[src/hdl/lzo_pkg.sv]
// ----------------------------------------------------------------------------
// lzo_pkg
// Types and constants shared by the layer z-order sequencer and datapath.
// ----------------------------------------------------------------------------
package lzo_pkg;

  // Command codes
  localparam logic [1:0] CMD_ALLOC = 2'd0;
  localparam logic [1:0] CMD_SETH  = 2'd1;
  localparam logic [1:0] CMD_FREE  = 2'd2;
  localparam logic [1:0] CMD_READ  = 2'd3;

  // Status codes
  localparam logic [1:0] ST_OK     = 2'd0;
  localparam logic [1:0] ST_NOFREE = 2'd1;
  localparam logic [1:0] ST_SLOT   = 2'd2;

  // Height value meaning hidden / no visible layer
  localparam logic signed [8:0] HIDDEN = -9'sd1;

  // Datapath operations selected by the control word
  typedef enum logic [4:0] {
    ACT_NOP         = 5'd0,
    ACT_LATCH       = 5'd1,
    ACT_INC_H       = 5'd2,
    ACT_ALLOC_OK    = 5'd3,
    ACT_RES_NOFREE  = 5'd4,
    ACT_RD_OT_SLOT  = 5'd5,
    ACT_RD_HT_OT    = 5'd6,
    ACT_RES_READ    = 5'd7,
    ACT_RES_SLOTERR = 5'd8,
    ACT_RES_IGN     = 5'd9,
    ACT_RD_HT_ID    = 5'd10,
    ACT_LOAD_OLD    = 5'd11,
    ACT_WR_HT_ID    = 5'd12,
    ACT_SET_H_OLD   = 5'd13,
    ACT_SET_H_TOP   = 5'd14,
    ACT_RD_OT_HM1   = 5'd15,
    ACT_MOVE_DN     = 5'd16,
    ACT_WR_OT_ID    = 5'd17,
    ACT_RD_OT_HP1   = 5'd18,
    ACT_MOVE_UP     = 5'd19,
    ACT_DEC_TOP     = 5'd20,
    ACT_RD_OT_H     = 5'd21,
    ACT_MOVE_REV    = 5'd22,
    ACT_WR_OT_ID_INC = 5'd23,
    ACT_FINISH      = 5'd24,
    ACT_PUSH        = 5'd25
  } act_e;

  // Branch conditions tested by the sequencer
  typedef enum logic [4:0] {
    CND_ALWAYS     = 5'd0,
    CND_IN_VALID   = 5'd1,
    CND_CMD_ALLOC  = 5'd2,
    CND_CMD_READ   = 5'd3,
    CND_H_FREE     = 5'd4,
    CND_H_LAST     = 5'd5,
    CND_SLOT_BAD   = 5'd6,
    CND_ID_SKIP    = 5'd7,
    CND_HT_EQ_OLD  = 5'd8,
    CND_OLD_GT_HT  = 5'd9,
    CND_HT_NEG     = 5'd10,
    CND_OLD_NEG    = 5'd11,
    CND_H_LT_TOP   = 5'd12,
    CND_HM1_GT_HT  = 5'd13,
    CND_HP1_LT_TOP = 5'd14,
    CND_HP1_LT_HT  = 5'd15,
    CND_TOP_GE_HT  = 5'd16,
    CND_HM1_GE_HT  = 5'd17,
    CND_OUT_FREE   = 5'd18
  } cond_e;

  // Program steps
  typedef enum logic [5:0] {
    SP_IDLE  = 6'd0,
    SP_DISP  = 6'd1,
    SP_DISP2 = 6'd2,
    SP_A0    = 6'd3,
    SP_A1    = 6'd4,
    SP_AOK   = 6'd5,
    SP_AFAIL = 6'd6,
    SP_RD0   = 6'd7,
    SP_RD1   = 6'd8,
    SP_RD2   = 6'd9,
    SP_RD3   = 6'd10,
    SP_RFAIL = 6'd11,
    SP_P0    = 6'd12,
    SP_IGN   = 6'd13,
    SP_P1    = 6'd14,
    SP_P2    = 6'd15,
    SP_P3    = 6'd16,
    SP_P4    = 6'd17,
    SP_PD    = 6'd18,
    SP_L1    = 6'd19,
    SP_L2    = 6'd20,
    SP_LEND  = 6'd21,
    SP_H0    = 6'd22,
    SP_H1    = 6'd23,
    SP_H2    = 6'd24,
    SP_HEND  = 6'd25,
    SP_PU    = 6'd26,
    SP_R1    = 6'd27,
    SP_R2    = 6'd28,
    SP_V0    = 6'd29,
    SP_V1    = 6'd30,
    SP_V2    = 6'd31,
    SP_VEND  = 6'd32,
    SP_FIN   = 6'd33,
    SP_EMIT  = 6'd34
  } step_e;

  // One control word of the program
  typedef struct packed {
    act_e  act;
    cond_e cnd;
    step_e tgt_t;
    step_e tgt_f;
  } ucode_t;

  // Control from sequencer to datapath
  typedef struct packed {
    act_e act;
  } ctrl_t;

  // Condition flags from datapath to sequencer
  typedef struct packed {
    logic in_valid;
    logic cmd_alloc;
    logic cmd_read;
    logic h_free;
    logic h_last;
    logic slot_bad;
    logic id_skip;
    logic ht_eq_old;
    logic old_gt_ht;
    logic ht_neg;
    logic old_neg;
    logic h_lt_top;
    logic hm1_gt_ht;
    logic hp1_lt_top;
    logic hp1_lt_ht;
    logic top_ge_ht;
    logic hm1_ge_ht;
    logic out_free;
  } flags_t;

endpackage

[src/hdl/lzo_seq.sv]
// ----------------------------------------------------------------------------
// lzo_seq
// Step counter and control store; branches on datapath flags.
// ----------------------------------------------------------------------------
module lzo_seq (
  input  logic            clk_i,
  input  logic            rst_ni,
  input  lzo_pkg::flags_t flags_i,
  output lzo_pkg::ctrl_t  ctrl_o,
  output logic            in_stall_o
);
  import lzo_pkg::*;

  step_e  step_q, step_d;
  ucode_t uw;
  logic   cnd_ok;

  function automatic ucode_t w(act_e a, cond_e c, step_e t, step_e f);
    ucode_t r;
    r.act   = a;
    r.cnd   = c;
    r.tgt_t = t;
    r.tgt_f = f;
    return r;
  endfunction

  // Control store: one word per step
  function automatic ucode_t rom(step_e s);
    ucode_t r;
    case (s)
      SP_IDLE:  r = w(ACT_LATCH,        CND_IN_VALID,   SP_DISP,  SP_IDLE);
      SP_DISP:  r = w(ACT_NOP,          CND_CMD_ALLOC,  SP_A0,    SP_DISP2);
      SP_DISP2: r = w(ACT_NOP,          CND_CMD_READ,   SP_RD0,   SP_P0);
      SP_A0:    r = w(ACT_NOP,          CND_H_FREE,     SP_AOK,   SP_A1);
      SP_A1:    r = w(ACT_INC_H,        CND_H_LAST,     SP_AFAIL, SP_A0);
      SP_AOK:   r = w(ACT_ALLOC_OK,     CND_ALWAYS,     SP_EMIT,  SP_EMIT);
      SP_AFAIL: r = w(ACT_RES_NOFREE,   CND_ALWAYS,     SP_EMIT,  SP_EMIT);
      SP_RD0:   r = w(ACT_NOP,          CND_SLOT_BAD,   SP_RFAIL, SP_RD1);
      SP_RD1:   r = w(ACT_RD_OT_SLOT,   CND_ALWAYS,     SP_RD2,   SP_RD2);
      SP_RD2:   r = w(ACT_RD_HT_OT,     CND_ALWAYS,     SP_RD3,   SP_RD3);
      SP_RD3:   r = w(ACT_RES_READ,     CND_ALWAYS,     SP_EMIT,  SP_EMIT);
      SP_RFAIL: r = w(ACT_RES_SLOTERR,  CND_ALWAYS,     SP_EMIT,  SP_EMIT);
      SP_P0:    r = w(ACT_NOP,          CND_ID_SKIP,    SP_IGN,   SP_P1);
      SP_IGN:   r = w(ACT_RES_IGN,      CND_ALWAYS,     SP_EMIT,  SP_EMIT);
      SP_P1:    r = w(ACT_RD_HT_ID,     CND_ALWAYS,     SP_P2,    SP_P2);
      SP_P2:    r = w(ACT_LOAD_OLD,     CND_ALWAYS,     SP_P3,    SP_P3);
      SP_P3:    r = w(ACT_NOP,          CND_HT_EQ_OLD,  SP_FIN,   SP_P4);
      SP_P4:    r = w(ACT_WR_HT_ID,     CND_OLD_GT_HT,  SP_PD,    SP_PU);
      SP_PD:    r = w(ACT_SET_H_OLD,    CND_HT_NEG,     SP_H0,    SP_L1);
      SP_L1:    r = w(ACT_RD_OT_HM1,    CND_ALWAYS,     SP_L2,    SP_L2);
      SP_L2:    r = w(ACT_MOVE_DN,      CND_HM1_GT_HT,  SP_L1,    SP_LEND);
      SP_LEND:  r = w(ACT_WR_OT_ID,     CND_ALWAYS,     SP_FIN,   SP_FIN);
      SP_H0:    r = w(ACT_NOP,          CND_H_LT_TOP,   SP_H1,    SP_HEND);
      SP_H1:    r = w(ACT_RD_OT_HP1,    CND_ALWAYS,     SP_H2,    SP_H2);
      SP_H2:    r = w(ACT_MOVE_UP,      CND_HP1_LT_TOP, SP_H1,    SP_HEND);
      SP_HEND:  r = w(ACT_DEC_TOP,      CND_ALWAYS,     SP_FIN,   SP_FIN);
      SP_PU:    r = w(ACT_SET_H_OLD,    CND_OLD_NEG,    SP_V0,    SP_R1);
      SP_R1:    r = w(ACT_RD_OT_HP1,    CND_ALWAYS,     SP_R2,    SP_R2);
      SP_R2:    r = w(ACT_MOVE_UP,      CND_HP1_LT_HT,  SP_R1,    SP_LEND);
      SP_V0:    r = w(ACT_SET_H_TOP,    CND_TOP_GE_HT,  SP_V1,    SP_VEND);
      SP_V1:    r = w(ACT_RD_OT_H,      CND_ALWAYS,     SP_V2,    SP_V2);
      SP_V2:    r = w(ACT_MOVE_REV,     CND_HM1_GE_HT,  SP_V1,    SP_VEND);
      SP_VEND:  r = w(ACT_WR_OT_ID_INC, CND_ALWAYS,     SP_FIN,   SP_FIN);
      SP_FIN:   r = w(ACT_FINISH,       CND_ALWAYS,     SP_EMIT,  SP_EMIT);
      SP_EMIT:  r = w(ACT_PUSH,         CND_OUT_FREE,   SP_IDLE,  SP_EMIT);
      default:  r = w(ACT_NOP,          CND_ALWAYS,     SP_IDLE,  SP_IDLE);
    endcase
    return r;
  endfunction

  assign uw = rom(step_q);

  // Select the branch condition
  always_comb begin
    case (uw.cnd)
      CND_ALWAYS:     cnd_ok = 1'b1;
      CND_IN_VALID:   cnd_ok = flags_i.in_valid;
      CND_CMD_ALLOC:  cnd_ok = flags_i.cmd_alloc;
      CND_CMD_READ:   cnd_ok = flags_i.cmd_read;
      CND_H_FREE:     cnd_ok = flags_i.h_free;
      CND_H_LAST:     cnd_ok = flags_i.h_last;
      CND_SLOT_BAD:   cnd_ok = flags_i.slot_bad;
      CND_ID_SKIP:    cnd_ok = flags_i.id_skip;
      CND_HT_EQ_OLD:  cnd_ok = flags_i.ht_eq_old;
      CND_OLD_GT_HT:  cnd_ok = flags_i.old_gt_ht;
      CND_HT_NEG:     cnd_ok = flags_i.ht_neg;
      CND_OLD_NEG:    cnd_ok = flags_i.old_neg;
      CND_H_LT_TOP:   cnd_ok = flags_i.h_lt_top;
      CND_HM1_GT_HT:  cnd_ok = flags_i.hm1_gt_ht;
      CND_HP1_LT_TOP: cnd_ok = flags_i.hp1_lt_top;
      CND_HP1_LT_HT:  cnd_ok = flags_i.hp1_lt_ht;
      CND_TOP_GE_HT:  cnd_ok = flags_i.top_ge_ht;
      CND_HM1_GE_HT:  cnd_ok = flags_i.hm1_ge_ht;
      CND_OUT_FREE:   cnd_ok = flags_i.out_free;
      default:        cnd_ok = 1'b0;
    endcase
  end

  assign step_d     = cnd_ok ? uw.tgt_t : uw.tgt_f;
  assign ctrl_o.act = uw.act;
  assign in_stall_o = (step_q != SP_IDLE);

  // Advance the step counter
  always_ff @(posedge clk_i or negedge rst_ni) begin
    if (!rst_ni) begin
      step_q <= SP_IDLE;
    end else begin
      step_q <= step_d;
    end
  end

endmodule

[config.mk]
export PLATFORM = sky130hd
export DESIGN_NAME = lzo_seq
export DESIGN_NICKNAME = d
export VERILOG_FILES = /design/src/hdl/lzo_pkg.sv /design/src/hdl/lzo_seq.sv
export SDC_FILE = /design/constraint.sdc
export NUM_CORES = 1
export LEC_CHECK = 0
export BUFFER_PORTS_ARGS = -buffer_cell sky130_fd_sc_hd__buf_2
export CAP_MARGIN = 20
export CORE_MARGIN = 5
export CORE_UTILIZATION = 55
export CTS_CLUSTER_SIZE = 24
export DETAILED_ROUTE_END_ITERATION = 8
export PLACE_DENSITY = 0.78
export SYNTH_ARGS = -nofsm -noshare
export SYNTH_HDL_FRONTEND = slang
export SYNTH_SLANG_ARGS = --single-unit
[constraint.sdc]
create_clock -name clk_i -period 4 [get_ports clk_i]
set_clock_uncertainty 0.2 [all_clocks]
set_input_delay 1 -clock clk_i [delete_from_list [all_inputs] [get_ports clk_i]]
set_output_delay 1 -clock clk_i [all_outputs]
set_load 0.005 [all_outputs]
=== Word-level counts from Yosys, hierarchy flattened ===
Memories as Yosys holds them, arrays and structs flattened.
Cells that the tools add are included.

* Register bits: 6
* Bits in latches: 0
* Memory bits (writable): 0
* ROM bits: 1408
* Bits of input ports: 20
* Output and inout bits: 6
* Word-level logic and storage cells: 24
* Memories: 1

* Add/sub/neg operators: 0
* Multipliers: 0
* Div/mod/pow operators: 0
* Order comparisons: 0
* Equal/unequal tests: 18
* Shifts and indexed selects: 0
* Mux-type cells: 2
* Bitwise logic cells: 0
* Reduce and logical (&&, ||, !) cells: 2

{| class="wikitable"
|+ Memories
! name !! depth !! width !! rd ports !! clocked after Yosys merged registers in !! write ports !! line !! text
|-
| (no name shown) || 64 || 22 || 1 || 0 || 0 || lzo_seq.sv:30 || <nowiki>case (s)</nowiki>
|}

{| class="wikitable"
|+ Operator list
! cell !! count
|-
| $eq 5x4->1 const B || 8
|-
| $eq 5x3->1 const B || 4
|-
| $pmux 1 s19 || 1
|-
| $eq 5x5->1 const B || 3
|-
| $eq 5x2->1 const B || 2
|-
| $mux 6 || 1
|-
| $reduce_bool 6->1 || 1
|-
| $eq 5x1->1 const B || 1
|-
| $logic_not 5->1 || 1
|}

=== Longest topological paths before layout ===
An unclocked memory read counts as a cell.

* Depth after elaboration: 4
* Mapped depth: 12
* Depth with buffers taken out: 10

=== Worst setup path after synthesis ===
Ideal clock, no wire load.

* Kind: register to register
* From: register step_q[0]
* To: register step_q[3]
* Library setup time: 107 ps
* Arrival time: 2961 ps
* Data required time: 3693 ps
* Slack: 733 ps
* Stages on the path, launching flop included: 12
* Path buffers: 1
* Clock period less this slack: 3267 ps
* Cells stage by stage: dfrtp_1 inv_1 ha_1 clkbuf_1 and2_1 o31ai_1 nand2_1 or4_1 o22a_1 nand4_2 nor3_2 a2111oi_4

* Longest elaborated chain between the ends: 4
* Elaborated cells on any way between the ends: 22
* Classes of those cells: eq/ne: 18; mux: 2; reduce/logical: 1; memory: 1

{| class="wikitable"
|+ Ends and longest elaborated chain
! what !! line !! text
|-
| start: declaration || lzo_seq.sv:14 || <nowiki>step_e step_q, step_d;</nowiki>
|-
| start signal: assignment || lzo_seq.sv:108 || <nowiki>step_q <= step_d;</nowiki>
|-
| $mem_v2 64x22 * || n/a ||
|-
| $eq 5x5->1, or another cell as far along || lzo_seq.sv:75 || <nowiki>case (uw.cnd)</nowiki>
|-
| $pmux 1 s19 || lzo_seq.sv:75 ||
|-
| $mux 6 * || lzo_seq.sv:99 || <nowiki>assign step_d = cnd_ok ? uw.tgt_t : uw.tgt_f;</nowiki>
|-
| via step_d[3] || lzo_seq.sv:14 ||
|}

Mark *: on every way through the listed nets, which the timed path passes. The rest lies on a longest branch.

=== Final worst setup path ===
* From: register step_q[1]
* To: register step_q[1]

The elaborated chain is that of the path after synthesis.

==> impl_metrics.py <==
metrics = {
    "job": {
        "drv_cap": 0,
    },
    "power_and_ir_drop": {
        "p_leak_nw": 0.747,
        "p_total_w": 0.00174,
        "comb_power_share_pct": 87.5,
        "power_switching_w": 0.000999,
        "seqPwrFrac_pct": 9.5,
        "intPower_w": 0.000741,
        "ir_drop_uv": 494,
        "clockPowerShare_pct": 3.0,
        "swShare_pct": 57.4,
        "powerDensity_nw_per_um2": 950,
    },
    "sta": {
        "hold_ws_ps": 378,
        "period_needed_ps": 3550,
        "setup_viol": 0,
        "tns_ps": 0,
        "fin_crit_sh_pct": 88.7,
        "maxSlewHeadroom_pct": 40.2,
        "grt_setup_unrepaired": "no",
        "finalHoldViolations": 0,
        "fmax_mhz": 282,
        "report.final.slew_viol_count": 0,
        "worstMarginPinSlew_ps": 897,
    },
    "status": {
        "status": "finished, final reports clean",
    },
    "cts": {
        "post_cts_resize_count": 0,
        "path_clk_slew_ps": 40,
        "cts.sinks": 6,
        "post_cts_buffers": 0,
        "clock_path_buffers": 2,
        "cts-buffers-inserted": 3,
        "cts_tree": "yes",
        "htree_levels": 1,
        "worstSkewPairLatency_ps": 230,
        "cts-root-buf": "clkbuf_4",
        "postCtsHoldBufs": 0,
    },
    "critical_path": {
        "worstPathArrival_ps": 3490,
        "r2r-start": "step_q[1]",
        "setup.worst_path.start": "step_q[1]",
        "crit_type": "flip-flop to flip-flop",
        "startpoint_type": "flip-flop",
        "r2r_slack_ps": 450,
        "cp-end-kind": "flip-flop",
        "critPathCapture": "step_q[1]",
        "reg2reg_depth": 10,
        "r2r_end": "step_q[1]",
        "critPathMaxFanout": 11,
        "cp_data_required_time_ps": 3940,
    },
    "min_path": {
        "hold_class": "input port to async pin",
    },
    "finish": {
        "multi_input_area_um2": 1380,
        "nFillCells": 286,
        "reg_top3": "step_q: 6 flops",
        "drive_above_1_share_pct": 20.5,
        "diodes": 0,
        "largest_reg_flops": 6,
        "max_flop_register": "step_q",
        "register_area_um2": 150,
        "fin_util_pct": 61.5,
        "syn_to_final_growth_pct": 10.3,
        "finalNetCount": 290,
    },
    "die": {
        "die_h_um": 64.9,
        "dieArea_um2": 4220,
        "rows": 20,
        "start_util_pct": 55.8,
        "chipWidth_um": 64.9,
        "core_area_um2": 2980,
        "io_pins": 26,
    },
    "route": {
        "route.vias.total": 1960,
        "ant_nets": 0,
        "drt_wl_total_um": 5000,
        "drc": 0,
        "wire_per_inst_um": 17.2,
        "firstDrtPassIters": 5,
        "viasPerCell": 6.74,
        "drt_iter0_drc": 235,
    },
    "yosys": {
        "yosysWarnings": 0,
        "synth_area_um2": 1660,
        "synth_nets": 270,
        "synth-edff-count": 0,
        "ys.flop_type": "dfrtp_1",
        "ys_seq_area_share_pct": 9.04,
        "syn_area_per_cell_um2": 6.92,
        "synthCells": 240,
        "ys_ff_latch": 6,
        "ys_types": 63,
        "async_reset_ff_share_pct": 100,
    },
    "placed_design": {
        "portBuffers": 25,
        "hpwl_um": 3830,
        "gp_congestion": 0.977,
    },
    "global_routing": {
        "grt_pass1_wl_um": 7980,
        "grt_pass1_vias": 1694,
        "track_usage_pct": 23.7,
        "grt_overflow": 0,
        "grt_max_degree": 32,
        "grt_antenna_before_repair": 0,
    },
}
logic make-up (layout without fill, tap and decap cells):
family | count (synthesis) | after routing | share of synthesized area, %
AND/OR/NAND/NOR | 90 | 90 | 29.6
adder cells (fa/ha/maj) | 10 | 10 | 7.54
multiplexers | 10 | 10 | 6.41
AO/OA/AOI/OAI | 93 | 93 | 38.8
XOR/XNOR | 1 | 1 | 0.528
buffers and inverters | 30 | 48 | 8.06
flip-flops | 6 | 6 | 9.04
layout by cell type (no fill, tap or decap), types with 3 or more instances in the layout:
cell type,count
o31ai_1,3
nand4_1,6
a31oi_1,3
nand2b_1,4
buf_2,25
and2_1,6
ha_1,10
a2111oi_0,3
inv_1,8
nand3_1,5
buf_4,11
clkbuf_4,3
nor2_1,21
o211ai_1,9
o21ai_0,21
a311o_1,3
nand2_1,22
mux2i_1,8
a21oi_1,21
a211oi_1,3
o311ai_0,3
nor2b_1,5
dfrtp_1,6
a32oi_1,3
metrics by stage:
step / instance area [um^2] / std cells / worst slack (ps)
2_1_floorplan: 1660 / 240 / 733
3_5_place_dp: 1810 / 288 / 527
5_1_grt: 1830 / 291 / 292
3_3_place_gp: 1810 / 288 / 614
4_1_cts: 1830 / 291 / 517
6_report: 1830 / 291 / 452
worst max-delay path: stages, from the launching register on:
cell and delay [ps]:
dfrtp_1 510, inv_1 190, ha_1 460, and2_1 220, o31ai_1 300, nand2_1 210
or4_1 540, o22a_1 230, and4_4 220, nand2_2 120, mux2i_1 250
routing by layer:
layer	track usage [%]	part of all wire [%]	wire, um	vias up
met5	0	0	0	-
met3	3.47	7.0	348	21
li1	-	-	-	944
met2	36.3	45	2270	98
met1	31.9	45	2230	897
met4	12.7	2.8	142	0
worst min-delay path by stage:
stage,start,end
3_5_place_dp,rst_ni,step_q[4]
3_3_place_gp,rst_ni,step_q[4]
5_1_grt,rst_ni,step_q[3]
4_1_cts,rst_ni,step_q[3]
6_report,rst_ni,step_q[3]
2_1_floorplan,rst_ni,step_q[0]
Yosys cell counts (all sizes together) (3+ instances only):
cell type  count  share of area [%]
nor2          21                4.7
a32oi          3                1.6
nand2         23                5.4
a211oi         3                1.4
dfrtp          6                9.0
a2111oi        4                3.2
o21ai         23                6.9
o311ai         4                2.1
a21boi         3                1.4
clkbuf         9                2.0
mux2i          8                4.8
inv            8                1.8
nand3          5                1.5
nand4          7                3.0
nor3           3                1.2
o211ai         9                4.1
and2           7                2.8
nor2b          5                1.9
nand2b         4                1.5
a21oi         21                6.3
ha            10                7.5
o31ai          3                1.4
a31oi          3                1.1
buf           12                4.0
a311o          3                1.8
layout make-up:
| class | instances | area share (%) |
|---|---|---|
| multi-input combinational | 204 | 75.1 |
| timing repair buffer | 36 | 11.3 |
| sequential | 6 | 8.20 |
| tap | 33 | 2.25 |
| inverter | 9 | 1.84 |
| clock buffer | 3 | 1.23 |
power by group through the flow:
stage	clock network [W]	registers, W	logic [W]
after floorplan	0	0.000122	0.00118
after global placement	0	0.000163	0.00147
after detailed placement	0	0.000163	0.00148
after CTS	0.0000547	0.000162	0.00149
after global routing	0.0000600	0.000172	0.00166
final	0.0000524	0.000166	0.00152
Power figures use the tool's default switching activity.
